File: src/hw/rtl/magnetometer_sample_calibrate_core_assert.svh
// Assertion macros shared by the magnetometer calibration RTL.
// Expects signals named clk and rst in the module that uses them.
`ifndef MAGNETOMETER_SAMPLE_CALIBRATE_CORE_ASSERT_SVH
`define MAGNETOMETER_SAMPLE_CALIBRATE_CORE_ASSERT_SVH

// Same-cycle implication, checked at every rising edge outside reset.
`define MSCAL_ASSERT_NOW(label, ante, cons, msg) \
  label: assert property (@(posedge clk) disable iff (rst) (ante) |-> (cons)) \
    else $error(msg);

// Next-cycle implication, checked at every rising edge outside reset.
`define MSCAL_ASSERT_NEXT(label, ante, cons, msg) \
  label: assert property (@(posedge clk) disable iff (rst) (ante) |=> (cons)) \
    else $error(msg);

`endif

File: src/hw/rtl/mscal_pkg.sv
// Package for the magnetometer calibration block: widths, constants,
// register indexes and the structs passed between pipeline modules. No dependencies.
package mscal_pkg;

  // Raw count to microtesla scale numerator (denominator folded into shifts).
  localparam logic signed [11:0] SCALE_NUM = 12'sd1229;
  // Bias added to the factory sensitivity byte.
  localparam logic [8:0] ASA_BIAS = 9'd128;

  localparam int RAW_W   = 16;
  localparam int M1_W    = 27;  // raw * 1229
  localparam int ASA_W   = 10;  // asa + 128 as a signed factor
  localparam int P_W     = 36;  // raw * 1229 * (asa + 128)
  localparam int ADJ_SH  = 4;   // times 16, then floor divide by 256
  localparam int VAL_W   = 32;
  localparam int GAIN_W  = 24;
  localparam int DIFF_W  = 33;
  localparam int PROD_W  = 57;
  localparam int GAIN_SH = 16;
  localparam int CAL_W   = PROD_W - GAIN_SH;

  // Five axis stages plus the remap / output stage.
  localparam int NUM_STAGES = 6;

  localparam logic signed [31:0] S32_MAX = 32'sh7FFF_FFFF;
  localparam logic signed [31:0] S32_MIN = 32'sh8000_0000;

  localparam int CFG_IDX_W  = 3;
  localparam int CFG_DATA_W = 32;

  typedef enum logic [CFG_IDX_W-1:0] {
    REG_SENS_ADJ = 3'd0,
    REG_OFFSET_X = 3'd1,
    REG_OFFSET_Y = 3'd2,
    REG_OFFSET_Z = 3'd3,
    REG_GAIN_X   = 3'd4,
    REG_GAIN_Y   = 3'd5,
    REG_GAIN_Z   = 3'd6
  } cfg_reg_t;

  // One calibrated chip axis after clipping.
  typedef struct packed {
    logic signed [VAL_W-1:0] value;
    logic                    sat;
  } axis_res_t;

  // Body-frame result held in the output register.
  typedef struct packed {
    logic signed [VAL_W-1:0] body_x;
    logic signed [VAL_W-1:0] body_y;
    logic signed [VAL_W-1:0] body_z;
    logic                    saturated;
  } body_res_t;

endpackage

File: src/hw/rtl/mscal_axis.sv
// Five-stage calibration datapath for one chip axis: scale, sensitivity,
// offset, gain and clip. Depends on mscal_pkg.
module mscal_axis (
  input  logic                                clk,
  input  logic                                advance,
  input  logic [7:0]                          low_byte,
  input  logic [7:0]                          high_byte,
  input  logic [7:0]                          asa,
  input  logic signed [mscal_pkg::VAL_W-1:0]  offset,
  input  logic signed [mscal_pkg::GAIN_W-1:0] gain,
  output mscal_pkg::axis_res_t                res
);

  logic signed [mscal_pkg::RAW_W-1:0]  raw;
  logic signed [mscal_pkg::M1_W-1:0]   raw_ext;
  logic signed [mscal_pkg::M1_W-1:0]   m1_next;
  logic signed [mscal_pkg::M1_W-1:0]   m1;
  logic signed [mscal_pkg::ASA_W-1:0]  asa_factor;
  logic signed [mscal_pkg::P_W-1:0]    p_full;
  logic signed [mscal_pkg::VAL_W-1:0]  adj;
  logic signed [mscal_pkg::DIFF_W-1:0] diff;
  logic signed [mscal_pkg::PROD_W-1:0] prod;
  logic signed [mscal_pkg::CAL_W-1:0]  cal;
  logic                                cal_fits;
  mscal_pkg::axis_res_t                res_next;

  // Stage 1: form the signed count and multiply by the scale numerator.
  always_comb begin
    raw     = $signed({high_byte, low_byte});
    raw_ext = mscal_pkg::M1_W'(raw);
    m1_next = raw_ext * mscal_pkg::M1_W'(mscal_pkg::SCALE_NUM);
  end

  // Stage 2: the sensitivity factor; the result is floor(p / 16).
  always_comb begin
    asa_factor = $signed({1'b0, {1'b0, asa} + mscal_pkg::ASA_BIAS});
    p_full     = mscal_pkg::P_W'(m1) * mscal_pkg::P_W'(asa_factor);
  end

  // Stage 5 logic: floor shift by 16, then clip to 32 bits.
  always_comb begin
    cal      = prod[mscal_pkg::PROD_W-1:mscal_pkg::GAIN_SH];
    cal_fits = (cal[mscal_pkg::CAL_W-1:mscal_pkg::VAL_W-1] == '0) ||
               (cal[mscal_pkg::CAL_W-1:mscal_pkg::VAL_W-1] == '1);
    res_next.sat = !cal_fits;
    if (cal_fits) begin
      res_next.value = cal[mscal_pkg::VAL_W-1:0];
    end else if (cal[mscal_pkg::CAL_W-1]) begin
      res_next.value = mscal_pkg::S32_MIN;
    end else begin
      res_next.value = mscal_pkg::S32_MAX;
    end
  end

  always_ff @(posedge clk) begin
    if (advance) begin
      m1   <= m1_next;
      adj  <= p_full[mscal_pkg::ADJ_SH +: mscal_pkg::VAL_W];
      diff <= mscal_pkg::DIFF_W'(adj) - mscal_pkg::DIFF_W'(offset);
      prod <= mscal_pkg::PROD_W'(diff) * mscal_pkg::PROD_W'(gain);
      res  <= res_next;
    end
  end

endmodule

File: config.mk
export PLATFORM = sky130hd
export DESIGN_NAME = mscal_axis
export DESIGN_NICKNAME = d
export VERILOG_FILES = /design/src/hw/rtl/magnetometer_sample_calibrate_core_assert.svh /design/src/hw/rtl/mscal_pkg.sv /design/src/hw/rtl/mscal_axis.sv
export SDC_FILE = /design/constraint.sdc
export NUM_CORES = 2
export LEC_CHECK = 0
export ABC_CLOCK_PERIOD_IN_PS = 11580
export BUFFER_PORTS_ARGS = -buffer_cell sky130_fd_sc_hd__buf_2
export CORE_ASPECT_RATIO = 0.75
export CORE_MARGIN = 2
export CORE_UTILIZATION = 65
export CTS_CLUSTER_DIAMETER = 30
export DETAILED_ROUTE_END_ITERATION = 8
export GPL_TIMING_DRIVEN = 1
export PLACE_DENSITY_LB_ADDON = 0.2
export SLEW_MARGIN = 20
export SYNTH_ARGS = -nofsm -noshare
export SYNTH_HDL_FRONTEND = slang
export SYNTH_SLANG_ARGS = --single-unit
File: constraint.sdc
create_clock -name clk -period 11.58 [get_ports clk]
set_input_delay 1.158 -clock clk [delete_from_list [all_inputs] [get_ports clk]]
set_output_delay 1.158 -clock clk [all_outputs]
set_load 0.1 [all_outputs]
# --- Word level (Yosys, flattened, before mapping) ---
# Index checks and enable logic that the tools add are counted.
op_classes:
  n_addsub: 2
  multipliers: 3
  n_eq_ne: 1
  n_mux: 2
  n_reduce_logical: 3
ops:
  columns: ["cell", "count"]
  rows:
  - ["two-way mux 32 bit", 2]
  - ["multiplier 33 x 24 -> 57 bit", 1]
  - ["multiplier 27 x 10 -> 36 bit", 1]
  - ["subtractor 32 x 32 -> 33 bit", 1]
  - ["multiplier 16 x 12 -> 27 bit (second input constant)", 1]
  - ["== test 10 bit (second input constant)", 1]
  - ["logical NOT 10 bit", 1]
  - ["adder 8 x 8 -> 9 bit (second input constant)", 1]
  - ["logical NOT 1 bit", 1]
  - ["logical OR 1 bit", 1]
word_totals:
  reg_bits: 182
  input_bits: 82
  out_inout_bits: 33
  word_cells: 17

# --- Longest topological paths before layout ---
depth:
  ltp_word: 3
  depth_mapped: 27
  ltp_nobuf: 25

# --- Worst setup path before layout ---
# No wires, ideal clock.
synth_path:
  kind: "input -> register"
  start: "input gain[0] in the netlist's numbering"
  end: "register prod[56] in the netlist's numbering, data pin"
  setup_time_ps: 174
  t_arrival_ps: 7402
  required_ps: 11406
  slack_ps: 4004
  path_stages: 22
  n_path_buf: 2
  cell_sequence: "clkbuf_1 > nand2_1 > inv_1 > fa_1 > fa_1 > inv_1 > fa_1 > inv_1 > fa_1 > fa_1 > fa_1 > fa_1 > ha_1 > clkbuf_1 > inv_1 > o21ai_0 > a21o_1 > a21oi_1 > o21ai_0 > a31oi_1 > o2111ai_1 > a311oi_1"
synth_between:
  elab_chain_cells: 1
synth_rtl:
  columns: ["item", "line", "rtl"]
  rows:
  - ["start, declared", "mscal_axis.sv:10", "input logic signed [mscal_pkg::GAIN_W-1:0] gain,"]
  - ["multiplier 33 x 24 -> 57 bit", "mscal_axis.sv:60", "prod <= mscal_pkg::PROD_W'(diff) * mscal_pkg::PROD_W'(gain);"]
  - ["end signal, assigned", "mscal_axis.sv:60", null]
  - ["end, declared", "mscal_axis.sv:22", "logic signed [mscal_pkg::PROD_W-1:0] prod;"]
# No other way between the ends.
# A chain may end at the register's enable or synchronous reset.

# --- Worst setup path in the final report ---
layout_path:
  start: "input gain[23] in the netlist's numbering"
  end: "register prod[50] in the netlist's numbering, data pin"
# Same word-level chain as after synthesis.

==> run summary <==
The die covers 71,400 sq um. The upper clock frequency limit is 117 MHz. STA classifies the critical path startpoint as an input pin. The detail-routed via count per cell came out at 5.56. The die width came out at 308 um. Once detailed placement completed, the half-perimeter wirelength came to 83.8 mm. TritonCTS built the clock tree. The final-report setup violation count came out at 0.

The amount of wire on met2 after detailed routing came out at 45.6 mm. The transition time at the pin with the least slew margin is 1.20 ns. In this run the deepest clock path goes through 2 buffers. The arrival time of data at the critical path endpoint is 8.90 ns. The max-slew violation count is 0. The share of the Yosys chip area taken by registers is 0.111.

The placeable core region is 68,400 sq um. The run finished with clean final reports. The max capacitance violation total came out at 0.

The capturing element type of the critical path is a register. The pin count of the biggest net entering global routing is 63. The fraction of final layout cells with drive strength greater than 1 came out at 0.0462. The number of endpoints with negative hold slack in the final report came to 0. The area share of the largest cell type after synthesis came out at 0.459. The worst path required time came out at 11.90 ns. The clock edge transition at the registers on the reported setup and hold paths is 0.08 ns. The synthesized design contains 166 register bits. The placer congestion estimate is 0.962. After clock tree synthesis, the flow added hold-fix buffers numbering 0.

Summed over all layers, the global routing overflow is 0. The yosys synthesis warning count came out at 0. The length of routed met3 wiring came out at 12.4 mm. The highest metal layer carrying signal wires in the routed design is met5. The setup path with the least slack is of type input pin to register. Each instance of the synthesized netlist takes up on average 9.66 sq um. The number of rows created at floorplan came out at 83.

The shortest period the worst path allows came out at 8.58 ns. The number of remaining DRC errors is 0. The number of levels in the clock H-tree is 4.

Counting the buffers created by CTS gives 17. The detailed router put a total of 45.5 mm of wire on met1. The overall routing resource usage came out at 0.319. In this run the clock root is driven by a clkbuf_16. The clock drives 166 sinks. The period utilization came out at 0.741. The filler cell count in the final layout is 5,262.

Of all nets on the critical path, the largest fanout is 26. The number of buffers added for setup after CTS is 0. Setup repair after global routing left no endpoint under its margin. The number of vias after detailed routing came out at 30,900. For this design the top-level I/O count stands at 115. inv_1 is the most common cell in the netlist. For this configuration, the core starts out at a cell density of 0.658.

The later pin in the worst-skew pair is clocked with a latency of 0.51 ns. The most used flip-flop cell after synthesis is edfxtp_1. The final antenna-violating net count is 0.

The quantity of gates resized following cts is 0. The tightest slew margin relative to the limit is 0.198. In this run, distinct cell masters in the synthesized netlist total 74.

The post-layout net count is 6,106. The number of global-route vias before repair came out at 33,300. The final routed wire length divided by cell count came out at 19.0 um.

For this run, the share of the core covered by cells in the final layout is 0.685. The iteration-0 DRC count of the detailed router came out at 2,547. The number of antenna violations at the first check in global routing came out at 3. The first-pass GRT wire length is 176 mm. The type of the worst min-delay path is register to register.

Before antenna repair, the detailed router went through 6 iterations. The cell count after synthesis came out at 4,660. The total negative setup slack came out at 0 ns. The cell area after synthesis came out at 45,000 sq um.

The maximum clock skew at final layout is 0.0158 ns. The net count after synthesis is 6,127. The fraction of registers with async set or reset after synthesis came out at 0. The vertical extent of the die came out at 232 um.

The top cell type by total area after synthesis is fa_1. Input and output buffers added on the ports amount to 114. In this run, synthesis inferred 166 flip-flops with an integrated enable. Sorting the synthesized cells by how often they occur yields inv_1 (1,189), fa_1 (1,033), nand2_1 (533). The post-synthesis to final-layout area growth is 4.14%. Yosys attributes the largest share of cell area to fa_1 (46%), edfxtp_1 (11%), inv_1 (9.9%), ha_1 (9.8%), and2_1 (6.6%). The final wirelength came out at 105 mm.
cells in the final DEF (no fill, tap or decap), types with 5 or more instances in the layout:
cell type	Yosys	final
a211oi_1	11	11
a21o_1	47	47
a21oi_1	94	94
a31oi_1	14	13
and2_1	475	475
and3_1	11	11
buf_2	3	113
buf_4	0	16
clkbuf_16	0	17
clkinv_8	0	6
edfxtp_1	166	166
fa_1	1033	1033
ha_1	352	352
inv_1	1189	1189
inv_12	0	5
mux2_2	24	24
nand2_1	533	533
nand2b_1	15	14
nand3_1	31	31
nand4_1	16	16
nor2_1	97	97
nor2b_1	10	10
nor3_1	36	36
o211ai_1	8	8
o21a_1	20	20
o21ai_0	59	59
o21ai_1	17	17
o21bai_1	9	9
o31ai_1	6	6
or3_1	14	14
xnor2_1	89	89
xor2_1	32	32
critical path, stage by stage:
cell,delay (ns)
buf_2,0.32
clkinv_1,0.86
nor2_1,0.39
fa_1,0.49
fa_1,0.51
fa_1,0.43
fa_1,0.51
fa_1,0.43
fa_1,0.50
inv_1,0.05
fa_1,0.48
inv_1,0.04
ha_1,0.41
nand2_1,0.10
nor2_1,0.19
nand4_1,0.16
nor4_2,0.22
o31ai_2,0.20
a2111oi_4,0.76
nor2_2,0.18
o21a_1,0.26
o311ai_1,0.23
per-layer routing:
metal | up-vias | global-route usage
li1 | 13800 | -
met1 | 15500 | 0.458
met2 | 1408 | 0.474
met3 | 144 | 0.109
met4 | 2 | 0.0666
met5 | - | 0.00137
per-stage QoR:
step           hold slack (ns)  cells  instance area (sq um)  setup slack [ns]
2_1_floorplan            0.537   4660                  45000              4.00
3_3_place_gp             0.583   5511                  46200              2.95
3_5_place_dp             0.597   5511                  46200              2.71
4_1_cts                  0.616   5543                  46800              3.29
5_1_grt                  0.639   5546                  46900              2.69
6_report                 0.613   5546                  46900              3.00
area by class of cell:
type,instances,area (sq um),share of cell area
diodes,2,5.00,0.000107
clock buffers,17,425,0.00908
clock inverters,15,230,0.00491
inverters,1193,4480,0.0955
multi-input cells,3130,34900,0.745
flip-flops and latches,166,4980,0.106
well taps,892,1120,0.0238
repair buffers,131,724,0.0155
state kept, by name, summed over array words and instances, names as in the netlist:
register / count
adj: 32
diff: 33
m1: 27
prod: 41
res: 33
worst paths after layout:
check	start	to	slack [ns]	cells past startpoint
worst max-delay path	gain[23]	prod[50]	3.00	22
worst min-delay path	prod[20]	res[5]	0.61	2
worst max register to register	diff[13]	prod[51]	3.45	22
worst min register to register	prod[20]	res[5]	0.61	2
cell families (layout without fill, tap and decap cells):
| group | Yosys count | count (layout) | synth area share |
|---|---|---|---|
| adder cells (fa/ha/maj) | 1385 | 1385 | 0.557 |
| buffers and inverters | 1364 | 1356 | 0.114 |
| AND/OR/NAND/NOR | 1258 | 1258 | 0.139 |
| AO/OA/AOI/OAI | 340 | 340 | 0.0496 |
| flip-flops | 166 | 166 | 0.111 |
| XOR/XNOR | 121 | 121 | 0.0235 |
| multiplexers | 25 | 25 | 0.00623 |
| other | 1 | 3 | 0.0000833 |
Power is left out: the tool's default activity adds up to more than one toggle a clock period on the data nets, which glitch-free logic cannot reach.
