[config.mk]
export PLATFORM = sky130hd
export DESIGN_NAME = mscal_remap
export DESIGN_NICKNAME = d
export VERILOG_FILES = /design/src/hw/rtl/magnetometer_sample_calibrate_core_assert.svh /design/src/hw/rtl/mscal_pkg.sv /design/src/hw/rtl/mscal_remap.sv
export SDC_FILE = /design/constraint.sdc
export NUM_CORES = 1
export LEC_CHECK = 0
export BUFFER_PORTS_ARGS = -buffer_cell sky130_fd_sc_hd__buf_2
export CORE_UTILIZATION = 40
export CTS_CLUSTER_DIAMETER = 150
export DETAILED_ROUTE_END_ITERATION = 12
export GPL_TIMING_DRIVEN = 0
export PLACE_DENSITY = 0.75
export SLEW_MARGIN = 0
export SYNTH_ARGS = -nofsm -noshare
export SYNTH_HDL_FRONTEND = slang
export SYNTH_SLANG_ARGS = --single-unit
[constraint.sdc]
create_clock -name clk -period 1.8 [get_ports clk]
set_input_delay 0.18 -clock clk [delete_from_list [all_inputs] [get_ports clk]]
set_output_delay 0.18 -clock clk [all_outputs]
set_load 0.01 [all_outputs]
[src/hw/rtl/magnetometer_sample_calibrate_core_assert.svh]
// Assertion macros shared by the magnetometer calibration RTL.
// Expects signals named clk and rst in the module that uses them.
`ifndef MAGNETOMETER_SAMPLE_CALIBRATE_CORE_ASSERT_SVH
`define MAGNETOMETER_SAMPLE_CALIBRATE_CORE_ASSERT_SVH

// Same-cycle implication, checked at every rising edge outside reset.
`define MSCAL_ASSERT_NOW(label, ante, cons, msg) \
  label: assert property (@(posedge clk) disable iff (rst) (ante) |-> (cons)) \
    else $error(msg);

// Next-cycle implication, checked at every rising edge outside reset.
`define MSCAL_ASSERT_NEXT(label, ante, cons, msg) \
  label: assert property (@(posedge clk) disable iff (rst) (ante) |=> (cons)) \
    else $error(msg);

`endif

[src/hw/rtl/mscal_pkg.sv]
// Package for the magnetometer calibration block: widths, constants,
// register indexes and the structs passed between pipeline modules. No dependencies.
package mscal_pkg;

  // Raw count to microtesla scale numerator (denominator folded into shifts).
  localparam logic signed [11:0] SCALE_NUM = 12'sd1229;
  // Bias added to the factory sensitivity byte.
  localparam logic [8:0] ASA_BIAS = 9'd128;

  localparam int RAW_W   = 16;
  localparam int M1_W    = 27;  // raw * 1229
  localparam int ASA_W   = 10;  // asa + 128 as a signed factor
  localparam int P_W     = 36;  // raw * 1229 * (asa + 128)
  localparam int ADJ_SH  = 4;   // times 16, then floor divide by 256
  localparam int VAL_W   = 32;
  localparam int GAIN_W  = 24;
  localparam int DIFF_W  = 33;
  localparam int PROD_W  = 57;
  localparam int GAIN_SH = 16;
  localparam int CAL_W   = PROD_W - GAIN_SH;

  // Five axis stages plus the remap / output stage.
  localparam int NUM_STAGES = 6;

  localparam logic signed [31:0] S32_MAX = 32'sh7FFF_FFFF;
  localparam logic signed [31:0] S32_MIN = 32'sh8000_0000;

  localparam int CFG_IDX_W  = 3;
  localparam int CFG_DATA_W = 32;

  typedef enum logic [CFG_IDX_W-1:0] {
    REG_SENS_ADJ = 3'd0,
    REG_OFFSET_X = 3'd1,
    REG_OFFSET_Y = 3'd2,
    REG_OFFSET_Z = 3'd3,
    REG_GAIN_X   = 3'd4,
    REG_GAIN_Y   = 3'd5,
    REG_GAIN_Z   = 3'd6
  } cfg_reg_t;

  // One calibrated chip axis after clipping.
  typedef struct packed {
    logic signed [VAL_W-1:0] value;
    logic                    sat;
  } axis_res_t;

  // Body-frame result held in the output register.
  typedef struct packed {
    logic signed [VAL_W-1:0] body_x;
    logic signed [VAL_W-1:0] body_y;
    logic signed [VAL_W-1:0] body_z;
    logic                    saturated;
  } body_res_t;

endpackage

[src/hw/rtl/mscal_remap.sv]
// Output stage: maps calibrated chip axes to body axes and gathers the
// saturation flag into the output register. Depends on mscal_pkg.
module mscal_remap (
  input  logic                 clk,
  input  logic                 advance,
  input  mscal_pkg::axis_res_t chip_x,
  input  mscal_pkg::axis_res_t chip_y,
  input  mscal_pkg::axis_res_t chip_z,
  output mscal_pkg::body_res_t body
);

  logic                 y_is_min;
  mscal_pkg::body_res_t body_next;

  // Negating the most negative value cannot be represented, so it clips.
  always_comb begin
    y_is_min = (chip_y.value == mscal_pkg::S32_MIN);
    body_next.body_x    = y_is_min ? mscal_pkg::S32_MAX : -chip_y.value;
    body_next.body_y    = chip_x.value;
    body_next.body_z    = chip_z.value;
    body_next.saturated = chip_x.sat | chip_y.sat | chip_z.sat | y_is_min;
  end

  always_ff @(posedge clk) begin
    if (advance) begin
      body <= body_next;
    end
  end

endmodule

After elaboration in Yosys (flattened, before gate mapping)
Index checks and enable logic that the tools add are counted.
W data, S select, Z words.

storage, ports and cells
  register bits = 97
  output and inout port bits = 97
  input bits = 101
  word-level logic and storage cells = 9

operators by class
  add/subtract/negate cells = 1
  equality and inequality tests = 1
  bitwise gates (word level) = 3

operators by type and width
  operator                number
  $eq A32 B32 Y1 const B  1
  $neg A32 Y32            1
  $or A1 B1 Y1            3

Longest topological paths before layout
Gate-level depths: netlist (run 1).

  depth after elaboration = 3
  mapped depth = 9
  gate-level depth less buffers = 7

Worst setup path after synthesis (run 1)
OpenSTA, ideal clock, no wires.

  path type = in2reg
  from = input port chip_y[6] (netlist name)
  to = register body[96] (netlist name), data pin
  slack = -0.109 ns
  cell stages on the path = 5
  data required time = 1.544 ns
  path buffers = 0
  library setup time = 0.256 ns
  arrival time = 1.653 ns
  cell sequence = or4_4 nor4_1 and2_1 a31oi_1 a31o_2

between the ends
  cells in the longest elaborated chain, start to end = 1
  elaborated cells on any way between the ends = 2
  those cells by class = 1 x add/sub; 1 x eq/ne

ends and longest elaborated chain
  element                                                RTL line                              source
  start, declared                                        mscal_remap.sv:7                      input mscal_pkg::axis_res_t chip_y,
  $neg A32 Y32 / $eq A32 B32 Y1 (equally long branches)  mscal_remap.sv:18, mscal_remap.sv:17
  end signal, assigned                                   mscal_remap.sv:26                     body <= body_next;
  end, declared                                          mscal_remap.sv:9                      output mscal_pkg::body_res_t body

Parallel ways exist; a longest one is shown, timed or not.
A chain may end at the register's enable or synchronous reset.

Final worst setup path (run 1)
  from = input port chip_y[5] (netlist name)
  to = register body[84] (netlist name), data pin

Same word-level chain as after synthesis.

==> results of run 1 <==
## cells by family (layout without fill, tap and decap cells)
group / count (synthesis) / in the layout / synth area share [%]
multiplexers: 3 / 3 / 0.7966
AND/OR/NAND/NOR: 90 / 90 / 13.48
AO/OA/AOI/OAI: 10 / 10 / 1.859
flip-flops: 97 / 97 / 77.27
XOR/XNOR: 21 / 21 / 4.879
adder cells (fa/ha/maj): 1 / 1 / 0.3318
buffers and inverters: 7 / 289 / 1.394
## report_power, final
part	internal, mW	total (mW)	switching [mW]	leakage [nW]
clock	0.530	1.36	0.832	0.0953
sequential	2.68	2.74	0.0515	0.950
combinational	0.327	0.666	0.339	1.45
## through the flow
stage,instances,setup TNS [ns],worst slack [ns],hold WS [ns]
2_1_floorplan,229,-2.255,-0.1090,0.2789
3_3_place_gp,537,-38.28,-0.3750,0.3568
4_1_cts,618,0,0.01356,0.05895
6_report,622,0,0.04354,0.07927
5_1_grt,622,0,0.002616,0.07901
3_5_place_dp,538,-10.40,-0.3868,0.3583
## final timing paths
path / start / end / depth (start not counted)
max: chip_y[5] / body[84] / 7
min: chip_x[0] / body[0] / 3
## cell usage after synthesis (2+ instances only)
| library cell | n | area share, % |
|---|---|---|
| edfxtp_1 | 97 | 77 |
| nand2_1 | 27 | 2.7 |
| nor3_1 | 13 | 1.7 |
| nor2_1 | 12 | 1.2 |
| xor2_1 | 12 | 2.8 |
| xnor2_1 | 9 | 2.1 |
| nor4_1 | 8 | 1.3 |
| or3_1 | 6 | 1.0 |
| nand2_2 | 4 | 0.66 |
| nand3_1 | 4 | 0.53 |
| inv_1 | 3 | 0.30 |
| mux2i_1 | 3 | 0.80 |
| o21ai_0 | 3 | 0.40 |
| or4_4 | 3 | 0.90 |
| and2_1 | 2 | 0.33 |
| buf_6 | 2 | 0.60 |
| nand2b_1 | 2 | 0.33 |
| nand4_1 | 2 | 0.33 |
## per-layer routing
metal / global-route usage [%] / up-vias / wire [µm]
li1: - / 1426 / -
met1: 22.23 / 1403 / 3888
met2: 40.02 / 148 / 5537
met3: 6.667 / 28 / 800
met4: 9.389 / 0 / 319
met5: 0 / - / 0
## critical path: stages
cell     delay (ns)
buf_2          0.13
or4_4          0.61
nor2_8         0.16
nand4_4        0.13
or4_4          0.52
buf_6          0.18
nand2_1        0.06
## cell type report
| class | count | area (µm²) |
|---|---|---|
| plain buffers | 3 | 30.03 |
| inverters | 3 | 11.26 |
| flip-flops and latches | 97 | 2913 |
| clock buffers | 9 | 123.9 |
| repair buffers | 267 | 1694 |
| multi-input cells | 125 | 817.0 |
| clock inverters | 7 | 61.31 |
| fillers | 677 | 3407 |
| well taps | 111 | 138.9 |
## repair_timing
item	4_1_cts	5_1_grt
setup buffers	0	5
gates cloned	0	0
hold buffers	64	0
endpoints found under the hold margin	64	0
endpoints found under the setup margin	1	20
resized for setup	0	1
pin swaps	1	2
## cells in the final DEF, fill, tap and decap left out, types with 3 or more instances in the layout
cell,netlist,routed
buf_2,0,196
buf_4,0,6
clkbuf_8,0,9
clkinv_4,0,3
dlygate4sd3_1,0,64
edfxtp_1,97,97
inv_1,3,3
mux2i_1,3,3
nand2_1,27,27
nand2_2,4,4
nand3_1,4,4
nor2_1,12,12
nor3_1,13,13
nor4_1,8,6
o21ai_0,3,3
or3_1,6,6
or4_4,3,3
xnor2_1,9,9
xor2_1,12,12
==> impl_metrics.tcl, run 1 <==
set metrics [dict create \
    endpoint_kind "flip-flop" \
    synthCells 229 \
    largestRegisters "body (97)" \
    synth_area_um2 3770 \
    hold_path.class "input port to flip-flop" \
    drv_slew 0 \
    viasPerCell 4.831 \
    postPlaceCellArea_um2 4931 \
    port-buffer-count 197 \
    required_ns 2.03 \
    die_y_um 99.08 \
    clk_pin_slew_ns 0.09 \
    arrival_ns 1.99 \
    maxCapViolations 0 \
    first_global_vias 3015 \
    rsz0062_at_grt "no" \
    synth_cell_types 35 \
    synth_edf_count 97 \
    routabilityCongestion 0.7810 \
    wl_per_cell_um 16.95 \
    ys_seq_area_share_pct 77.27 \
    syn_nets 331 \
    drc 0 \
    leakage_nw 2.492 \
    dieArea_um2 9817 \
    synth-seq-cells 97 \
    cts_buffers 9 \
    synthArstFlopShare_pct 0 \
    finalCritPeriodShare_pct 97.58 \
    antenna_cells 0 \
    clockBufferDepth 2 \
    postLayoutCoreUtil_pct 62.95 \
    grt_use_total_pct 21.52 \
    finalSetupViolations 0 \
    cts_tree "done" \
    antenna_found_initial 0 \
    critPathKind "input port to flip-flop" \
    wl_um 10550 \
    grt_max_degree 70 \
    cts_sinks 97 \
    drive_above_1_share_pct 45.99 \
    die_width_um 99.08 \
    total_power_mw 4.765 \
    pwr_density_cell_nw_per_um2 823.1 \
    coreArea_um2 9196 \
    ant_nets 0 \
    slew-limit-headroom_pct 54.32 \
    max_freq_mhz 569.3 \
    grt_pass1_wl_um 15580 \
    root_buffer "clkbuf_8" \
    grt_remaining_overflow 0 \
    largest_register_ffs 97 \
    num_io_pins 198 \
    synth.avg_cell_area_um2 16.46 \
    dr.pass1.iters 4 \
    worst_pin_slew_ns 0.6789 \
    status "finished clean" \
    synthFlopType "edfxtp_1" \
    htree_num_levels 3 \
    start_kind "input port" \
    ys.warnings.count 0 \
    largest_register "body" \
    cp_max_fo 10 \
    area_delta_synth_final_pct 53.57 \
    hold_viol_final 0 \
    initial_utilization_pct 40.99 \
    hpwl_um 6577 \
    ir_drop_v 0.0003911 \
    core.rowCount 35 \
    drt-initial-drc-count 92 \
    vias 3005 \
    design_area_um2 5789 \
    period_needed_ns 1.756 \
    nets 608 \
]
Power figures use the tool's default switching activity.
==> run 2: changes to the inputs <==
CORE_MARGIN = 2   (was unset)
==> impl_metrics.tcl, run 2 (same netlist as run 1, synthesis figures left out) <==
set metrics [dict create \
    wl_per_cell_um 18.12 \
    drv_slew 0 \
    slew-limit-headroom_pct 53.88 \
    die_y_um 101.1 \
    largest_register "body" \
    postPlaceCellArea_um2 4931 \
    viasPerCell 4.850 \
    antenna_found_initial 2 \
    path_cells "buf_2 -> or4_4 -> nor2_8 -> nand4_4 -> or4_4 -> buf_12 -> clkbuf_16 -> nand2_1" \
    endpoint_kind "flip-flop" \
    arrival_ns 2.03 \
    coreArea_um2 9196 \
    holdPathEnd "body[0]" \
    worst_pin_slew_ns 0.6854 \
    pre_cts_slack_ns -0.4082 \
    hold_path.class "input port to flip-flop" \
    hold_depth 3 \
    leakage_nw 2.528 \
    num_io_pins 198 \
    required_ns 2.03 \
    pwr-share-seq_pct 57.6 \
    crit_slowest_cell "or4_4" \
    cp-startpoint "chip_y[4]" \
    pwr_density_cell_nw_per_um2 804.3 \
    critical_path_buf_inv_count 3 \
    hold_viol_final 0 \
    power.internal_mw 3.541 \
    start_kind "input port" \
    root_buffer "clkbuf_8" \
    grt_use_total_pct 20.97 \
    power_switching_mw 1.208 \
    cts_sinks 97 \
    area_delta_synth_final_pct 56.62 \
    wl_um 11360 \
    port-buffer-count 197 \
    critPathTopFamily "simple AND/OR/NAND/NOR gates" \
    worstHoldStart "chip_z[0]" \
    cts_buffers 9 \
    dr.pass1.iters 4 \
    ir_drop_v 0.0003911 \
    design_area_um2 5904 \
    nets 611 \
    final_common_cell "buf_2" \
    finalSetupViolations 0 \
    dieArea_um2 10220 \
    drc 0 \
    ant_nets 0 \
    clockBufferDepth 2 \
    period_needed_ns 1.795 \
    die_width_um 101.1 \
    critPathKind "input port to flip-flop" \
    final_cell_mix "buf_2, edfxtp_1, dlygate4sd3_1" \
    initial_utilization_pct 40.99 \
    finalCritPeriodShare_pct 99.74 \
    p_comb_share_pct 14.4 \
    grt_max_degree 63 \
    maxCapViolations 0 \
    drt-initial-drc-count 113 \
    cts_tree "done" \
    total_power_mw 4.749 \
    cp_max_fo 8 \
    core.rowCount 35 \
    htree_num_levels 3 \
    grt_pass1_wl_um 15770 \
    fin_ws_ns 0.004605 \
    hold_slack_ns 0.1060 \
    max_freq_mhz 557.0 \
    largestRegisters "body (97)" \
    clk_pin_slew_ns 0.10 \
    status "finished clean" \
    fin_cells 627 \
    clockPowerShare_pct 27.9 \
    grt_remaining_overflow 0 \
    worst_path_most_repeated_cell "or4_4" \
    switching_share_pct 25.43 \
    routabilityCongestion 0.8761 \
    hpwl_um 7076 \
    largest_register_ffs 97 \
    vias 3041 \
    first_global_vias 2967 \
    placed_cells 538 \
    crit_path_max_incr_delay_ns 0.56 \
    drive_above_1_share_pct 47.08 \
]
## run 2: power by group through the flow
| stage | Combinational, mW | Sequential (mW) | Clock (mW) |
|---|---|---|---|
| global route | 0.737 | 2.75 | 1.43 |
| CTS | 0.661 | 2.72 | 1.35 |
| floorplan | 0.0707 | 2.88 | 0 |
| detailed placement | 0.549 | 2.78 | 0 |
| global placement | 0.529 | 2.77 | 0 |
| finish | 0.686 | 2.74 | 1.33 |
## run 2: worst max path at each step
stage	depth (start not counted)	slack (ns)	end
5_1_grt	8	-0.02	body[83]
4_1_cts	8	-0.01	body[92]
2_1_floorplan	7	-0.11	body[90]
3_3_place_gp	8	-0.38	body[92]
6_report	8	0.005	body[90]
3_5_place_dp	8	-0.41	body[92]
## run 2: area by class of cell
cell class,count,area (µm²)
repair buffers,269,1758
flip-flops and latches,97,2913
plain buffers,4,53.80
multi-input cells,125,844.6
inverters,3,11.26
fillers,690,3292
well taps,111,138.9
clock inverters,6,52.55
clock buffers,10,127.6
diodes,2,5.005
## run 2: timing repair
| item | CTS | global route |
|---|---|---|
| buffers inserted | 1 | 5 |
| pin swaps | 1 | 0 |
| hold buffers | 62 | 2 |
| cloned | 0 | 1 |
| gates resized for setup | 0 | 14 |
| hold endpoints to repair | 62 | 2 |
| endpoints found under the setup margin | 4 | 22 |
## run 2: metal layers
| metal | wire length, µm | vias to the layer above | track usage (%) |
|---|---|---|---|
| li1 | - | 1431 | - |
| met1 | 3946 | 1444 | 21.96 |
| met2 | 6264 | 144 | 39.53 |
| met3 | 891 | 22 | 5.964 |
| met4 | 258 | 0 | 7.588 |
| met5 | 0 | - | 0 |
## run 2: per-stage QoR
step,utilization [%],TNS (ns)
2_1_floorplan,-,-2.255
3_3_place_gp,53.29,-40.03
3_5_place_dp,53.62,-10.38
4_1_cts,62.41,-0.01416
5_1_grt,64.20,-0.2291
6_report,64.20,0
==> run 3: changes to the inputs <==
ABC_CLOCK_PERIOD_IN_PS = 2100   (was unset)
PLACE_DENSITY = 0.72   (was 0.75)
clock period = 2.1 ns   (was 1.8 ns; I/O delays follow)
==> impl_metrics.tcl, run 3 (same netlist as run 1, synthesis figures left out) <==
set metrics [dict create \
    status "finished clean" \
    die_width_um 101.1 \
    start_kind "input port" \
    finalSetupViolations 0 \
    finalCritPeriodShare_pct 88.12 \
    total_power_mw 3.918 \
    antenna_found_initial 1 \
    hold_viol_final 0 \
    crit_path_max_incr_delay_ns 0.60 \
    grt_remaining_overflow 0 \
    dr.pass1.iters 4 \
    first_global_vias 2657 \
    final_cell_mix "buf_2, edfxtp_1, nand2_1" \
    drv_slew 0 \
    cts_setup_buffers 0 \
    max_freq_mhz 540.4 \
    drt-initial-drc-count 122 \
    cts_buffers 9 \
    ir_drop_v 0.0003238 \
    hold_depth 1 \
    dieArea_um2 10220 \
    cts_tree "done" \
    worst_pin_slew_ns 0.6673 \
    routabilityCongestion 0.8105 \
    htree_num_levels 3 \
    hold_path.class "input port to flip-flop" \
    final_common_cell "buf_2" \
    pwr_density_cell_nw_per_um2 765.8 \
    postLayoutCoreUtil_pct 55.63 \
    arrival_ns 1.97 \
    root_buffer "clkbuf_8" \
    design_area_um2 5116 \
    largestRegisters "body (97)" \
    grtUsageMet3_pct 5.132 \
    path_cells "buf_2 -> or4_4 -> nor4_1 -> and2_1 -> a31oi_1 -> a31o_2" \
    num_io_pins 198 \
    grtUsageMet1_pct 19.22 \
    drc 0 \
    busiest_layer "met2" \
    clk_pin_slew_ns 0.10 \
    largest_register_ffs 97 \
    critPathKind "input port to flip-flop" \
    period_needed_ns 1.851 \
    slew-limit-headroom_pct 55.10 \
    endpoint_kind "flip-flop" \
    initial_utilization_pct 40.99 \
    core.rowCount 35 \
    clockBufferDepth 2 \
    crit_slowest_cell "or4_4" \
    coreArea_um2 9196 \
    worstHoldStart "chip_z[19]" \
    maxCapViolations 0 \
    ant_nets 0 \
    wl_per_cell_um 16.39 \
    drive_above_1_share_pct 51.58 \
    required_ns 2.22 \
    nets 541 \
    vias 2677 \
    wl_um 9113 \
    postPlaceCellArea_um2 4925 \
    grtUsageMet2_pct 32.25 \
    rsz0062_at_grt "no" \
    largest_register "body" \
    cp_max_fo 5 \
    cts_sinks 97 \
    die_y_um 101.1 \
    grt_use_total_pct 17.55 \
    viasPerCell 4.815 \
    area_delta_synth_final_pct 35.71 \
    port-buffer-count 197 \
    hpwl_um 7069 \
    holdPathEnd "body[19]" \
    leakage_nw 2.197 \
    grt_max_degree 52 \
    final.setup.tns_ns 0 \
    grt_pass1_wl_um 13340 \
]
==> run 3: worst max-delay path: cells and delay by family <==
family	cells	cell delay (ns)
buffers and inverters	1	0.12
AO/OA/AOI/OAI	2	0.34
AND/OR/NAND/NOR	3	1.29
==> run 3: how the worst max path moves through the flow <==
stage | start | end | slack [ns]
floorplan | chip_y[6] | body[96] | 0.16
global placement | chip_y[6] | body[90] | -0.09
detailed placement | chip_y[6] | body[94] | -0.11
global route | chip_y[17] | body[91] | 0.07
CTS | chip_y[6] | body[96] | 0.27
finish | chip_y[6] | body[96] | 0.25
==> run 3: cell type report <==
class                      instances  area, µm²
fill                             760       4080
sequential                        97       2913
timing repair buffer             199       1026
multi-input combinational        125      804.5
tap                              111      138.9
clock buffer                      10      127.6
clock inverter                     6      51.30
buffer                             4      41.29
inverter                           3      11.26
antenna                            1      2.502
==> run 3: stage by stage <==
stage / setup WS, ns / instances / hold WS, ns
after CTS: 0.2664 / 554 / 0.002067
after detailed placement: -0.1114 / 538 / 0.3883
after global placement: -0.09435 / 537 / 0.3868
after global routing: 0.06695 / 556 / 0.000004857
after floorplan: 0.1609 / 229 / 0.3089
final: 0.2494 / 556 / 0.02635
==> run 3: what timing repair did <==
| action | in CTS | in global routing |
|---|---|---|
| setup endpoints to repair | 0 | 0 |
| endpoints found under the hold margin | 0 | 1 |
| gates resized for setup | 0 | 0 |
| hold buffers | 0 | 1 |
==> run 3: power breakdown <==
part | leakage (nW) | switching [mW] | total [mW] | internal (mW)
sequential | 0.950 | 0.0348 | 2.33 | 2.30
combinational | 1.17 | 0.265 | 0.468 | 0.203
clock | 0.0810 | 0.669 | 1.11 | 0.446
==> run 3: routing by layer <==
metal / routed length, µm / vias up
met5: 0 / -
met4: 121 / 0
met3: 732 / 11
met2: 4941 / 128
met1: 3319 / 1245
li1: - / 1293
